$ cat src/hw/rtl/sldf_pkg.sv
// Types and constants shared by the sync/length frame deframer.
// No dependencies; compile first.
package sldf_pkg;

    localparam logic [7:0]  SYNC_BYTE_RESET   = 8'd0;
    localparam logic [15:0] STALE_LIMIT_RESET = 16'd1000;
    localparam logic [15:0] MAX_LEN_RESET     = 16'd1024;

    // Header byte slots while collecting: sync seen, low length held.
    localparam logic [1:0]  HDR_HUNT    = 2'd0;
    localparam logic [1:0]  HDR_GOT_SYNC = 2'd1;
    localparam logic [1:0]  HDR_GOT_LOW = 2'd2;

    localparam int unsigned CFG_IDX_W = 2;
    localparam int unsigned CFG_DATA_W = 16;

    typedef enum logic [CFG_IDX_W-1:0] {
        CFG_SYNC_BYTE = 2'd0,
        CFG_STALE_LIMIT = 2'd1,
        CFG_MAX_LEN = 2'd2
    } cfg_index_t;

    typedef enum logic [0:0] {
        OP_WRITE_START = 1'b0,
        OP_BYTE        = 1'b1
    } op_t;

    typedef enum logic [2:0] {
        EV_NONE   = 3'd0,
        EV_BYTE   = 3'd1,
        EV_LAST   = 3'd2,
        EV_STALE  = 3'd3,
        EV_JUNK   = 3'd4,
        EV_BADLEN = 3'd5
    } event_t;

    typedef struct packed {
        logic        op;
        logic [7:0]  data_byte;
        logic [31:0] now_ms;
        logic [7:0]  link_tag;
    } item_t;

    typedef struct packed {
        event_t      event_res;
        logic [7:0]  payload_byte;
        logic [15:0] byte_offset;
        logic [15:0] frame_length;
        logic [31:0] resync_total;
        logic [31:0] frame_total;
        logic [7:0]  link_tag_out;
    } result_t;

endpackage

$ cat src/hw/rtl/sldf_ifs.sv
// Valid/ready channel interfaces for the deframer: input items, results,
// configuration writes. Depends on sldf_pkg for the config widths.
interface sldf_in_if;
    logic        valid;
    logic        ready;
    logic        op;
    logic [7:0]  data_byte;
    logic [31:0] now_ms;
    logic [7:0]  link_tag;

    modport source (output valid, output op, output data_byte, output now_ms,
                    output link_tag, input ready);
    modport sink (input valid, input op, input data_byte, input now_ms,
                  input link_tag, output ready);
endinterface

interface sldf_out_if;
    logic        valid;
    logic        ready;
    logic [2:0]  event_res;
    logic [7:0]  payload_byte;
    logic [15:0] byte_offset;
    logic [15:0] frame_length;
    logic [31:0] resync_total;
    logic [31:0] frame_total;
    logic [7:0]  link_tag_out;

    modport source (output valid, output event_res, output payload_byte,
                    output byte_offset, output frame_length, output resync_total,
                    output frame_total, output link_tag_out, input ready);
    modport sink (input valid, input event_res, input payload_byte,
                  input byte_offset, input frame_length, input resync_total,
                  input frame_total, input link_tag_out, output ready);
endinterface

interface sldf_cfg_if;
    logic                             valid;
    logic                             ready;
    logic [sldf_pkg::CFG_IDX_W-1:0]   index;
    logic [sldf_pkg::CFG_DATA_W-1:0]  data;

    modport source (output valid, output index, output data, input ready);
    modport sink (input valid, input index, input data, output ready);
endinterface

$ cat src/hw/rtl/sldf_core.sv
// Deframer state, configuration registers and the per-beat step logic.
// Depends on sldf_pkg and sldf_cfg_if.
module sldf_core (
    input  logic              clk,
    input  logic              rst_n,
    sldf_cfg_if.sink          cfg,
    input  logic              accept,
    input  sldf_pkg::item_t   item,
    output sldf_pkg::result_t result
);

    logic [7:0]  sync_byte_reg;
    logic [15:0] stale_limit_reg;
    logic [15:0] max_len_reg;

    logic [1:0]  header_count_reg, header_count_next;
    logic [7:0]  length_low_reg, length_low_next;
    logic [15:0] expected_len_reg, expected_len_next;
    logic [15:0] received_len_reg, received_len_next;
    logic [31:0] frame_start_reg, frame_start_next;
    logic [31:0] write_time_reg, write_time_next;
    logic [31:0] resync_reg, resync_next;
    logic [31:0] frame_cnt_reg, frame_cnt_next;

    logic [31:0] age;
    logic        stale;
    logic [15:0] hdr_len;
    logic [15:0] rx_inc;
    logic        bump_resync;
    logic        bump_frame;

    assign cfg.ready = 1'b1;

    always_ff @(posedge clk or negedge rst_n)
    begin
        if (!rst_n)
        begin
            sync_byte_reg   <= sldf_pkg::SYNC_BYTE_RESET;
            stale_limit_reg <= sldf_pkg::STALE_LIMIT_RESET;
            max_len_reg     <= sldf_pkg::MAX_LEN_RESET;
        end
        else if (cfg.valid)
        begin
            unique case (cfg.index)
                sldf_pkg::CFG_SYNC_BYTE:   sync_byte_reg   <= cfg.data[7:0];
                sldf_pkg::CFG_STALE_LIMIT: stale_limit_reg <= cfg.data;
                sldf_pkg::CFG_MAX_LEN:     max_len_reg     <= cfg.data;
                default: ;
            endcase
        end
    end

    assign age     = item.now_ms - frame_start_reg;
    // Negative age is never stale.
    assign stale   = !age[31] && (age > {16'd0, stale_limit_reg});
    assign hdr_len = {item.data_byte, length_low_reg};
    assign rx_inc  = received_len_reg + 16'd1;

    always_comb
    begin
        header_count_next = header_count_reg;
        length_low_next   = length_low_reg;
        expected_len_next = expected_len_reg;
        received_len_next = received_len_reg;
        frame_start_next  = frame_start_reg;
        write_time_next   = write_time_reg;
        bump_resync       = 1'b0;
        bump_frame        = 1'b0;

        result.event_res    = sldf_pkg::EV_NONE;
        result.payload_byte = 8'd0;
        result.byte_offset  = 16'd0;
        result.frame_length = 16'd0;
        result.link_tag_out = item.link_tag;

        priority if (item.op == sldf_pkg::OP_WRITE_START)
        begin
            write_time_next = item.now_ms;
            if ((header_count_reg != sldf_pkg::HDR_HUNT || expected_len_reg != 16'd0)
                && stale)
            begin
                header_count_next = sldf_pkg::HDR_HUNT;
                expected_len_next = 16'd0;
                received_len_next = 16'd0;
                bump_resync       = 1'b1;
                result.event_res  = sldf_pkg::EV_STALE;
            end
        end
        else if (expected_len_reg == 16'd0)
        begin
            frame_start_next = write_time_reg;
            priority case (header_count_reg)
                sldf_pkg::HDR_HUNT:
                begin
                    if (item.data_byte != sync_byte_reg)
                    begin
                        bump_resync      = 1'b1;
                        result.event_res = sldf_pkg::EV_JUNK;
                    end
                    else
                    begin
                        header_count_next = sldf_pkg::HDR_GOT_SYNC;
                    end
                end
                sldf_pkg::HDR_GOT_SYNC:
                begin
                    length_low_next   = item.data_byte;
                    header_count_next = sldf_pkg::HDR_GOT_LOW;
                end
                default:
                begin
                    header_count_next = sldf_pkg::HDR_HUNT;
                    received_len_next = 16'd0;
                    if (hdr_len == 16'd0 || hdr_len > max_len_reg)
                    begin
                        expected_len_next   = 16'd0;
                        bump_resync         = 1'b1;
                        result.event_res    = sldf_pkg::EV_BADLEN;
                        result.frame_length = hdr_len;
                    end
                    else
                    begin
                        expected_len_next = hdr_len;
                    end
                end
            endcase
        end
        else
        begin
            result.payload_byte = item.data_byte;
            result.byte_offset  = received_len_reg;
            result.frame_length = expected_len_reg;
            if (rx_inc >= expected_len_reg)
            begin
                bump_frame        = 1'b1;
                expected_len_next = 16'd0;
                received_len_next = 16'd0;
                result.event_res  = sldf_pkg::EV_LAST;
            end
            else
            begin
                received_len_next = rx_inc;
                result.event_res  = sldf_pkg::EV_BYTE;
            end
        end

        resync_next = resync_reg + {31'd0, bump_resync};
        frame_cnt_next = frame_cnt_reg + {31'd0, bump_frame};
        result.resync_total = resync_next;
        result.frame_total  = frame_cnt_next;
    end

    always_ff @(posedge clk or negedge rst_n)
    begin
        if (!rst_n)
        begin
            header_count_reg <= sldf_pkg::HDR_HUNT;
            length_low_reg   <= 8'd0;
            expected_len_reg <= 16'd0;
            received_len_reg <= 16'd0;
            frame_start_reg  <= 32'd0;
            write_time_reg   <= 32'd0;
            resync_reg       <= 32'd0;
            frame_cnt_reg    <= 32'd0;
        end
        else if (accept)
        begin
            header_count_reg <= header_count_next;
            length_low_reg   <= length_low_next;
            expected_len_reg <= expected_len_next;
            received_len_reg <= received_len_next;
            frame_start_reg  <= frame_start_next;
            write_time_reg   <= write_time_next;
            resync_reg       <= resync_next;
            frame_cnt_reg    <= frame_cnt_next;
        end
    end

`ifndef SYNTHESIS
    a_hdr_count_range: assert property (@(posedge clk) disable iff (!rst_n)
        header_count_reg != 2'd3)
        else $error("header count reached an unused code");

    a_no_hdr_in_payload: assert property (@(posedge clk) disable iff (!rst_n)
        expected_len_reg != 16'd0 |-> header_count_reg == sldf_pkg::HDR_HUNT)
        else $error("header collection during payload");

    a_offset_below_len: assert property (@(posedge clk) disable iff (!rst_n)
        expected_len_reg != 16'd0 |-> received_len_reg < expected_len_reg)
        else $error("payload offset ran past frame length");

    a_state_holds_idle: assert property (@(posedge clk) disable iff (!rst_n)
        !accept |=> $stable(resync_reg) && $stable(frame_cnt_reg)
                    && $stable(expected_len_reg))
        else $error("deframer state moved without an accepted beat");

    a_frame_count_step: assert property (@(posedge clk) disable iff (!rst_n)
        accept && result.event_res == sldf_pkg::EV_LAST
        |=> frame_cnt_reg == $past(frame_cnt_reg) + 32'd1)
        else $error("last payload byte did not count a frame");
`endif

endmodule

$ cat src/hw/rtl/sldf_out_reg.sv
// Result register of the deframer: holds one result beat until the sink
// takes it. Depends on sldf_pkg and sldf_out_if.
module sldf_out_reg (
    input  logic              clk,
    input  logic              rst_n,
    input  logic              load,
    input  sldf_pkg::result_t result,
    output logic              can_load,
    sldf_out_if.source        tx
);

    logic              valid_reg;
    logic              valid_next;
    sldf_pkg::result_t data_reg;

    // Refill in the same cycle the held beat drains.
    assign can_load   = !valid_reg || tx.ready;
    assign valid_next = load || (valid_reg && !tx.ready);

    always_ff @(posedge clk or negedge rst_n)
    begin
        if (!rst_n)
        begin
            valid_reg <= 1'b0;
        end
        else
        begin
            valid_reg <= valid_next;
        end
    end

    always_ff @(posedge clk)
    begin
        if (load)
        begin
            data_reg <= result;
        end
    end

    assign tx.valid        = valid_reg;
    assign tx.event_res    = data_reg.event_res;
    assign tx.payload_byte = data_reg.payload_byte;
    assign tx.byte_offset  = data_reg.byte_offset;
    assign tx.frame_length = data_reg.frame_length;
    assign tx.resync_total = data_reg.resync_total;
    assign tx.frame_total  = data_reg.frame_total;
    assign tx.link_tag_out = data_reg.link_tag_out;

endmodule

$ cat src/hw/rtl/sync_length_frame_deframer.sv
// Top level of the sync/length-prefix byte-stream deframer.
// Depends on sldf_pkg, sldf_ifs, sldf_core and sldf_out_reg.
//
//  channel | dir | beat contents
//  --------+-----+-------------------------------------------------------------
//  rx      | in  | op, data_byte, now_ms, link_tag
//  tx      | out | event_res, payload_byte, byte_offset, frame_length,
//          |     | resync_total, frame_total, link_tag_out
//  cfg     | in  | index (0 sync byte, 1 stale limit, 2 max length), data
//
//  One rx beat per cycle unless tx stalls; each beat yields one tx beat from the
//  result register, computed in a single pass against the frame state.
//  rx is ready while the result register is empty or draining in that cycle,
//  so a stalled tx holds rx after one beat. cfg is always ready.
//  Reset clears frame state, counters and the result valid; config registers
//  return to sync 0, stale limit 1000 ms, max length 1024.
module sync_length_frame_deframer (
    input  logic     clk,
    input  logic     rst_n,
    sldf_in_if.sink  rx,
    sldf_out_if.source tx,
    sldf_cfg_if.sink cfg
);

    sldf_pkg::item_t   item;
    sldf_pkg::result_t result;
    logic              accept;
    logic              can_load;

    assign rx.ready = can_load;
    assign accept   = rx.valid && can_load;

    assign item.op        = rx.op;
    assign item.data_byte = rx.data_byte;
    assign item.now_ms    = rx.now_ms;
    assign item.link_tag  = rx.link_tag;

    sldf_core u_core (
        .clk    (clk),
        .rst_n  (rst_n),
        .cfg    (cfg),
        .accept (accept),
        .item   (item),
        .result (result)
    );

    sldf_out_reg u_out_reg (
        .clk      (clk),
        .rst_n    (rst_n),
        .load     (accept),
        .result   (result),
        .can_load (can_load),
        .tx       (tx)
    );

endmodule
$ cat src/flat_wrapper.sv
// flat-port wrapper written by rule: the top's interface ports become plain ports
module sync_length_frame_deframer_flat 
  (clk, rst_n, rx_valid, rx_op, rx_data_byte, rx_now_ms, rx_link_tag, rx_ready, tx_valid, tx_event_res, tx_payload_byte, tx_byte_offset, tx_frame_length, tx_resync_total, tx_frame_total, tx_link_tag_out, tx_ready, cfg_valid, cfg_index, cfg_data, cfg_ready);
  sldf_in_if rx_i ();
  sldf_out_if tx_i ();
  sldf_cfg_if cfg_i ();
  input  logic clk;
  input  logic rst_n;
  input wire logic [$bits(rx_i.valid)-1:0] rx_valid;
  input wire logic [$bits(rx_i.op)-1:0] rx_op;
  input wire logic [$bits(rx_i.data_byte)-1:0] rx_data_byte;
  input wire logic [$bits(rx_i.now_ms)-1:0] rx_now_ms;
  input wire logic [$bits(rx_i.link_tag)-1:0] rx_link_tag;
  output wire logic [$bits(rx_i.ready)-1:0] rx_ready;
  output wire logic [$bits(tx_i.valid)-1:0] tx_valid;
  output wire logic [$bits(tx_i.event_res)-1:0] tx_event_res;
  output wire logic [$bits(tx_i.payload_byte)-1:0] tx_payload_byte;
  output wire logic [$bits(tx_i.byte_offset)-1:0] tx_byte_offset;
  output wire logic [$bits(tx_i.frame_length)-1:0] tx_frame_length;
  output wire logic [$bits(tx_i.resync_total)-1:0] tx_resync_total;
  output wire logic [$bits(tx_i.frame_total)-1:0] tx_frame_total;
  output wire logic [$bits(tx_i.link_tag_out)-1:0] tx_link_tag_out;
  input wire logic [$bits(tx_i.ready)-1:0] tx_ready;
  input wire logic [$bits(cfg_i.valid)-1:0] cfg_valid;
  input wire logic [$bits(cfg_i.index)-1:0] cfg_index;
  input wire logic [$bits(cfg_i.data)-1:0] cfg_data;
  output wire logic [$bits(cfg_i.ready)-1:0] cfg_ready;
  assign rx_i.valid = rx_valid;
  assign rx_i.op = rx_op;
  assign rx_i.data_byte = rx_data_byte;
  assign rx_i.now_ms = rx_now_ms;
  assign rx_i.link_tag = rx_link_tag;
  assign rx_ready = rx_i.ready;
  assign tx_valid = tx_i.valid;
  assign tx_event_res = tx_i.event_res;
  assign tx_payload_byte = tx_i.payload_byte;
  assign tx_byte_offset = tx_i.byte_offset;
  assign tx_frame_length = tx_i.frame_length;
  assign tx_resync_total = tx_i.resync_total;
  assign tx_frame_total = tx_i.frame_total;
  assign tx_link_tag_out = tx_i.link_tag_out;
  assign tx_i.ready = tx_ready;
  assign cfg_i.valid = cfg_valid;
  assign cfg_i.index = cfg_index;
  assign cfg_i.data = cfg_data;
  assign cfg_ready = cfg_i.ready;
  sync_length_frame_deframer u_core (.clk(clk), .rst_n(rst_n), .rx(rx_i), .tx(tx_i), .cfg(cfg_i));
endmodule
$ cat config.mk
export PLATFORM = sky130hd
export DESIGN_NAME = sync_length_frame_deframer_flat
export DESIGN_NICKNAME = d
export VERILOG_FILES = /design/src/hw/rtl/sldf_pkg.sv /design/src/hw/rtl/sldf_ifs.sv /design/src/hw/rtl/sldf_core.sv /design/src/hw/rtl/sldf_out_reg.sv /design/src/hw/rtl/sync_length_frame_deframer.sv /design/src/flat_wrapper.sv
export SDC_FILE = /design/constraint.sdc
export NUM_CORES = 1
export LEC_CHECK = 0
export BUFFER_PORTS_ARGS = -buffer_cell sky130_fd_sc_hd__clkbuf_2
export CAP_MARGIN = 25
export CORE_MARGIN = 2
export CORE_UTILIZATION = 30
export CTS_CLUSTER_DIAMETER = 100
export DETAILED_ROUTE_END_ITERATION = 10
export GPL_ROUTABILITY_DRIVEN = 0
export SLEW_MARGIN = 20
export SYNTH_ARGS = -nofsm -noshare
export SYNTH_HDL_FRONTEND = slang
export SYNTH_HIERARCHICAL = 1
export SYNTH_SLANG_ARGS = --single-unit
$ cat constraint.sdc
create_clock -name clk -period 6.3 [get_ports clk]
set_input_delay 0.945 -clock clk [delete_from_list [all_inputs] [get_ports clk]]
set_output_delay 0.945 -clock clk [all_outputs]
set_load 0.01 [all_outputs]
==> Word level (Yosys, flattened, before mapping) <==
Cells that the tools add are included.
{ "classes": {"add_sub_neg": 4, "n_lt_le_gt_ge": 3, "n_eq_ne": 8, "n_mux": 34, "bitwise": 1, "n_reduce_logical": 29} }
{ "op_table": {"columns": ["cell", "count"], "rows": [
  ["$mux 16", 13],
  ["$add 32x1->32", 2],
  ["$gt 32x16->1", 1],
  ["$logic_not 16->1", 2],
  ["$sub 32x32->32", 1],
  ["$add 16x1->16 const B", 1],
  ["$ge 16x16->1", 1],
  ["$gt 16x16->1", 1],
  ["$reduce_bool 16->1", 1],
  ["$mux 2", 6],
  ["$mux 3", 4],
  ["$reduce_and 4->1", 3],
  ["$mux 1", 8],
  ["$ne 8x8->1", 1],
  ["$reduce_and 2->1", 4],
  ["$ne 3x3->1 const B", 2],
  ["$pmux 3 s2", 1],
  ["$reduce_and 3->1", 2],
  ["$eq 2x1->1 const B", 2],
  ["$logic_and 1x1->1", 4],
  ["$logic_not 2->1", 2],
  ["$logic_or 1x1->1", 4],
  ["$pmux 2 s2", 1],
  ["$reduce_bool 2->1", 2],
  ["7 further kinds", 10]
]} }
{ "word_totals": {"reg_bits": 326, "in_bits": 72, "output_inout_bits": 118, "wordCells": 98} }

==> Depth between registers and ports, before layout <==
{ "logic_depth": {"ltp_word": 7, "ltp_mapped": 35, "mapped_depth_nobuf": 33} }

==> By module <==
Netlist, hierarchy kept.
{ "by_module_without_submodules": {"columns": ["module", "n_inst", "cells_per_inst", "area_per_inst_um2", "seq_area_each_um2"], "rows": [
  ["sldf_core", 1, 1360, 13431.6, 5263.8],
  ["sldf_out_reg", 1, 118, 3500.9, 3478.3],
  ["sync_length_frame_deframer", 1, 1, 6.3, 0.0]
]} }

==> Worst setup path before layout <==
OpenSTA, ideal clock, no wires.
{ "synth_timing": {"kind": "input to register", "start": "input port rx_now_ms[0]", "end": "register u_core.u_out_reg.data_reg, in the netlist u_core/u_out_reg/tx.resync_total[28] (data pin)", "setup_ns": 0.258, "arrival_ns": 6.903, "t_required_ns": 6.042, "path_slack_ns": -0.861, "stages": 34, "n_path_buf": 2, "path_cell_list": "inv_1 ha_1 fa_1 nor2b_4 o2111ai_1 and2_4 o21a_1 o21bai_1 a21oi_1 xnor2_1 ha_1 nand4_1 nor4_1 inv_1 o32ai_1 o21ai_0 nor4_1 and4_1 nor3_1 or2_2 ha_1 ha_1 and3_1 and3_1 clkbuf_1 and3_1 and3_1 and3_1 and3_1 and3_1 and3_1 clkbuf_1 nand3_1 xnor2_1"} }
{ "synth_rtl": {"columns": ["item", "line", "rtl"], "rows": [
  ["start, declared", "flat_wrapper.sv:12", "input wire logic [$bits(rx_i.now_ms)-1:0] rx_now_ms;"],
  ["end signal, assigned", "sldf_out_reg.sv:36", "data_reg <= result;"],
  ["end, declared", "sldf_out_reg.sv:14", "sldf_pkg::result_t data_reg;"]
]} }

==> results.sh <==
export IMPL_p_sw_mw=2.833
export IMPL_area_delta_synth_final_pct=23.11
export IMPL_wl_um=41360
export IMPL_end_kind="flip-flop"
export IMPL_cp_common_cell="and3_4"
export IMPL_path_class="in -> reg"
export IMPL_nets=1900
export IMPL_ys_types=80
export IMPL_worst_slew_pin_slew_ns=0.8850
export IMPL_clk_latency_ns=0.58
export IMPL_crit_arrival_ns=6.54
export IMPL_num_rows=87
export IMPL_yosys_area_share_simple=0.1237
export IMPL_setup_slack_ns=0.09339
export IMPL_synth_area_leaders="dfrtp_1 30%, edfxtp_1 20%, mux2_2 7.8%"
export IMPL_p_seq_frac=0.339
export IMPL_antennaDiodeCount=0
export IMPL_core_area_mm2=0.05606
export IMPL_synth_edff_count=115
export IMPL_critPathMaxStageDelay_ns=0.41
export IMPL_place_ws_ns=-0.7355
export IMPL_wire_per_inst_um=16.33
export IMPL_drcViolationCount=0
export IMPL_dp_cells=2451
export IMPL_async_flop_share=0.6472
export IMPL_reg2reg_to="u_core/u_out_reg/tx.resync_total[30]$_DFFE_PP_"
export IMPL_period_share=0.9852
export IMPL_grt_max_degree=112
export IMPL_slew_viol_final=0
export IMPL_regToRegStartpoint="u_core/u_core/frame_start_reg[0]$_DFFE_PN0P_"
export IMPL_relSlewSlack=0.4082
export IMPL_chipWidth_um=241.6
export IMPL_synthFlopType="dfrtp_1"
export IMPL_hold_class="in -> async"
export IMPL_period_minus_slack_ns=6.207
export IMPL_htreeDepth=2
export IMPL_via_per_inst=4.808
export IMPL_die_y_um=241.6
export IMPL_p_int_mw=5.404
export IMPL_first_pass_iters=8
export IMPL_yosys_cell_count_top_type="dfrtp_1"
export IMPL_synthXorXnorAreaFrac=0.08221
export IMPL_gr_usage_all_layers=0.1396
export IMPL_synth_top_family_by_area="simple AND/OR/NAND/NOR gates"
export IMPL_cts_sinks=326
export IMPL_grt_pass1_wl_um=66100
export IMPL_p_clk_frac=0.289
export IMPL_cts_clk_slew_worst_paths_ns=0.06
export IMPL_drv_cap=0
export IMPL_avgSynthCellArea_um2=11.45
export IMPL_crit_start="rx_now_ms[0]"
export IMPL_synth_mux_area_frac=0.07963
export IMPL_rr_worst_depth=32
export IMPL_fill_cells=5481
export IMPL_vdd_drop_max_v=0.0002124
export IMPL_netlist_instances=1479
export IMPL_initial_core_util=0.3022
export IMPL_power_switching_share=0.3439
export IMPL_drive_gt1_frac=0.2979
export IMPL_dp_hpwl_um=30100
export IMPL_p_comb_frac=0.372
export IMPL_netlist_top_cells_count="204 x dfrtp_1, 117 x mux2_2, 115 x edfxtp_1"
export IMPL_portBuffers=188
export IMPL_io_pins=190
export IMPL_synth_seq_area_share=0.5161
export IMPL_yosysTopAreaCell="dfrtp_1"
export IMPL_status="finished clean"
export IMPL_synth_compound_area_share=0.09337
export IMPL_crit_slowest_cell="fa_2"
export IMPL_ctsLongestPathBuffers=3
export IMPL_synth_top_area_share=0.3014
export IMPL_final_setup_skew_ns=0.03400
export IMPL_finalPower_mw=8.237
export IMPL_rsz0062_at_grt="yes"
export IMPL_clk_root_buffer_cell="clkbuf_16"
export IMPL_setup_violations=0
export IMPL_synth_seq_cells=326
export IMPL_antenna_found_initial=0
export IMPL_p_per_area_mw_per_mm2=395.0
export IMPL_hold_buffers=0
export IMPL_grt_pass1_vias=12310
export IMPL_startpoint_type="primary input"
export IMPL_grt_overflow_total=0
export IMPL_dr_total_vias=12170
export IMPL_drt_initial_drc_count=550
export IMPL_worstPathMaxFanout=6
export IMPL_fmax_mhz=161.1
export IMPL_cts_tree="yes"
export IMPL_die_area_mm2=0.05838
export IMPL_crit_end="u_core/u_out_reg/tx.resync_total[30]$_DFFE_PP_"
export IMPL_synth_warnings=6
export IMPL_syn_cell_area_mm2=0.01694
export IMPL_antenna_left=0
export IMPL_cp_required_ns=6.63
export IMPL_cellLeakagePower_nw=9.314
export IMPL_synthesis_nets=1636
export IMPL_r2r_setup_slack_ns=0.15
export IMPL_synthAdderAreaFrac=0.06323
export IMPL_hold_viol_final=0
export IMPL_cts_buffers=41
export IMPL_instances_no_fill=2532
worst max-delay path: cells and delay by family:
kind | cells | cell delay [ns]
and+or+nand+nor | 15 | 2.65
AOI/OAI and AO/OA | 10 | 1.42
adders and majority gates | 5 | 1.22
xor gates and xnor gates | 2 | 0.19
buffers and inverters | 2 | 0.11
final cells by class:
cell class	count	area, µm²	share of cell area
repair buffers	287	1717	0.08232
clock buffers	58	1120	0.05370
flip-flops and latches	326	8742	0.4192
well taps	756	945.9	0.04536
multi-input cells	986	7679	0.3682
clock inverters	18	262.8	0.01260
inverters	101	386.6	0.01854
layer usage:
metal | global-route usage | up-vias | part of all wire
met1 | 0.1792 | 5997 | 0.44
met2 | 0.2344 | 269 | 0.48
li1 | - | 5844 | -
met3 | 0.03108 | 64 | 0.052
met4 | 0.04256 | 0 | 0.022
met5 | 0 | - | 0
cell families (layout without fill, tap and decap cells):
| kind of cell | count (synthesis) | after routing |
|---|---|---|
| xor gates and xnor gates | 159 | 159 |
| DFF | 326 | 326 |
| muxes | 120 | 120 |
| adders and majority gates | 85 | 85 |
| and+or+nand+nor | 391 | 391 |
| AOI/OAI and AO/OA | 230 | 230 |
| other | 1 | 1 |
| buffers and inverters | 167 | 464 |
power groups by stage:
stage / Combinational, mW / Sequential, mW / Clock [mW]
4_1_cts: 3.05 / 2.79 / 2.47
6_report: 3.07 / 2.79 / 2.38
3_5_place_dp: 3.03 / 2.83 / 0
2_1_floorplan: 1.99 / 2.80 / 0
3_3_place_gp: 2.96 / 2.82 / 0
5_1_grt: 3.41 / 2.83 / 2.56
cells in the final DEF, fill, tap and decap left out, types with 5 or more instances in the layout:
| cell type | instances |
|---|---|
| a21oi_1 | 58 |
| clkbuf_2 | 186 |
| dfrtp_1 | 204 |
| nand4_1 | 34 |
| or3_1 | 5 |
| a21o_1 | 20 |
| o21ai_1 | 13 |
| nor2b_1 | 6 |
| and2_1 | 7 |
| o31ai_1 | 10 |
| inv_1 | 99 |
| dfstp_2 | 7 |
| and3_4 | 8 |
| and4_1 | 7 |
| ha_1 | 80 |
| a32o_1 | 16 |
| nor4_1 | 16 |
| o21ai_0 | 35 |
| mux2_2 | 117 |
| clkbuf_16 | 41 |
| edfxtp_1 | 115 |
| o21a_1 | 12 |
| and3_1 | 50 |
| o211ai_1 | 7 |
| xor2_1 | 51 |
| nor3_1 | 13 |
| nand3_1 | 52 |
| xnor2_1 | 107 |
| a211oi_1 | 6 |
| nor2_1 | 54 |
| nand2_1 | 100 |
| buf_4 | 98 |
| clkbuf_1 | 14 |
through the flow:
step	util	setup TNS, ns	hold slack (ns)	area [µm²]
finish	0.3720	0	0.4003	20850
global route	0.3720	-0.8650	0.4600	20850
CTS	0.3701	0	0.4188	20750
detailed placement	0.3453	-10.14	0.4829	19350
global placement	0.3453	-6.111	0.4814	19350
floorplan	-	-1.945	0.4650	17070
how the worst min path moves through the flow:
stage / startpoint / end / slack [ns]
6_report: rst_n / u_core/u_core/frame_start_reg[18]$_DFFE_PN0P_ / 0.40
5_1_grt: rst_n / u_core/u_core/frame_start_reg[18]$_DFFE_PN0P_ / 0.46
4_1_cts: rst_n / u_core/u_core/frame_start_reg[15]$_DFFE_PN0P_ / 0.42
3_5_place_dp: u_core/u_core/resync_reg[31]$_DFFE_PN0P_ / u_core/u_core/resync_reg[31]$_DFFE_PN0P_ / 0.48
3_3_place_gp: u_core/u_core/frame_cnt_reg[31]$_DFFE_PN0P_ / u_core/u_core/frame_cnt_reg[31]$_DFFE_PN0P_ / 0.48
2_1_floorplan: u_core/u_core/resync_reg[31]$_DFFE_PN0P_ / u_core/u_core/resync_reg[31]$_DFFE_PN0P_ / 0.46
what timing repair did:
action	in CTS	in global routing
setup buffers	1	4
pin swaps	8	19
gates resized for setup	2	17
setup endpoints to repair	5	34
No activity file was read; power rests on OpenSTA's default activity.
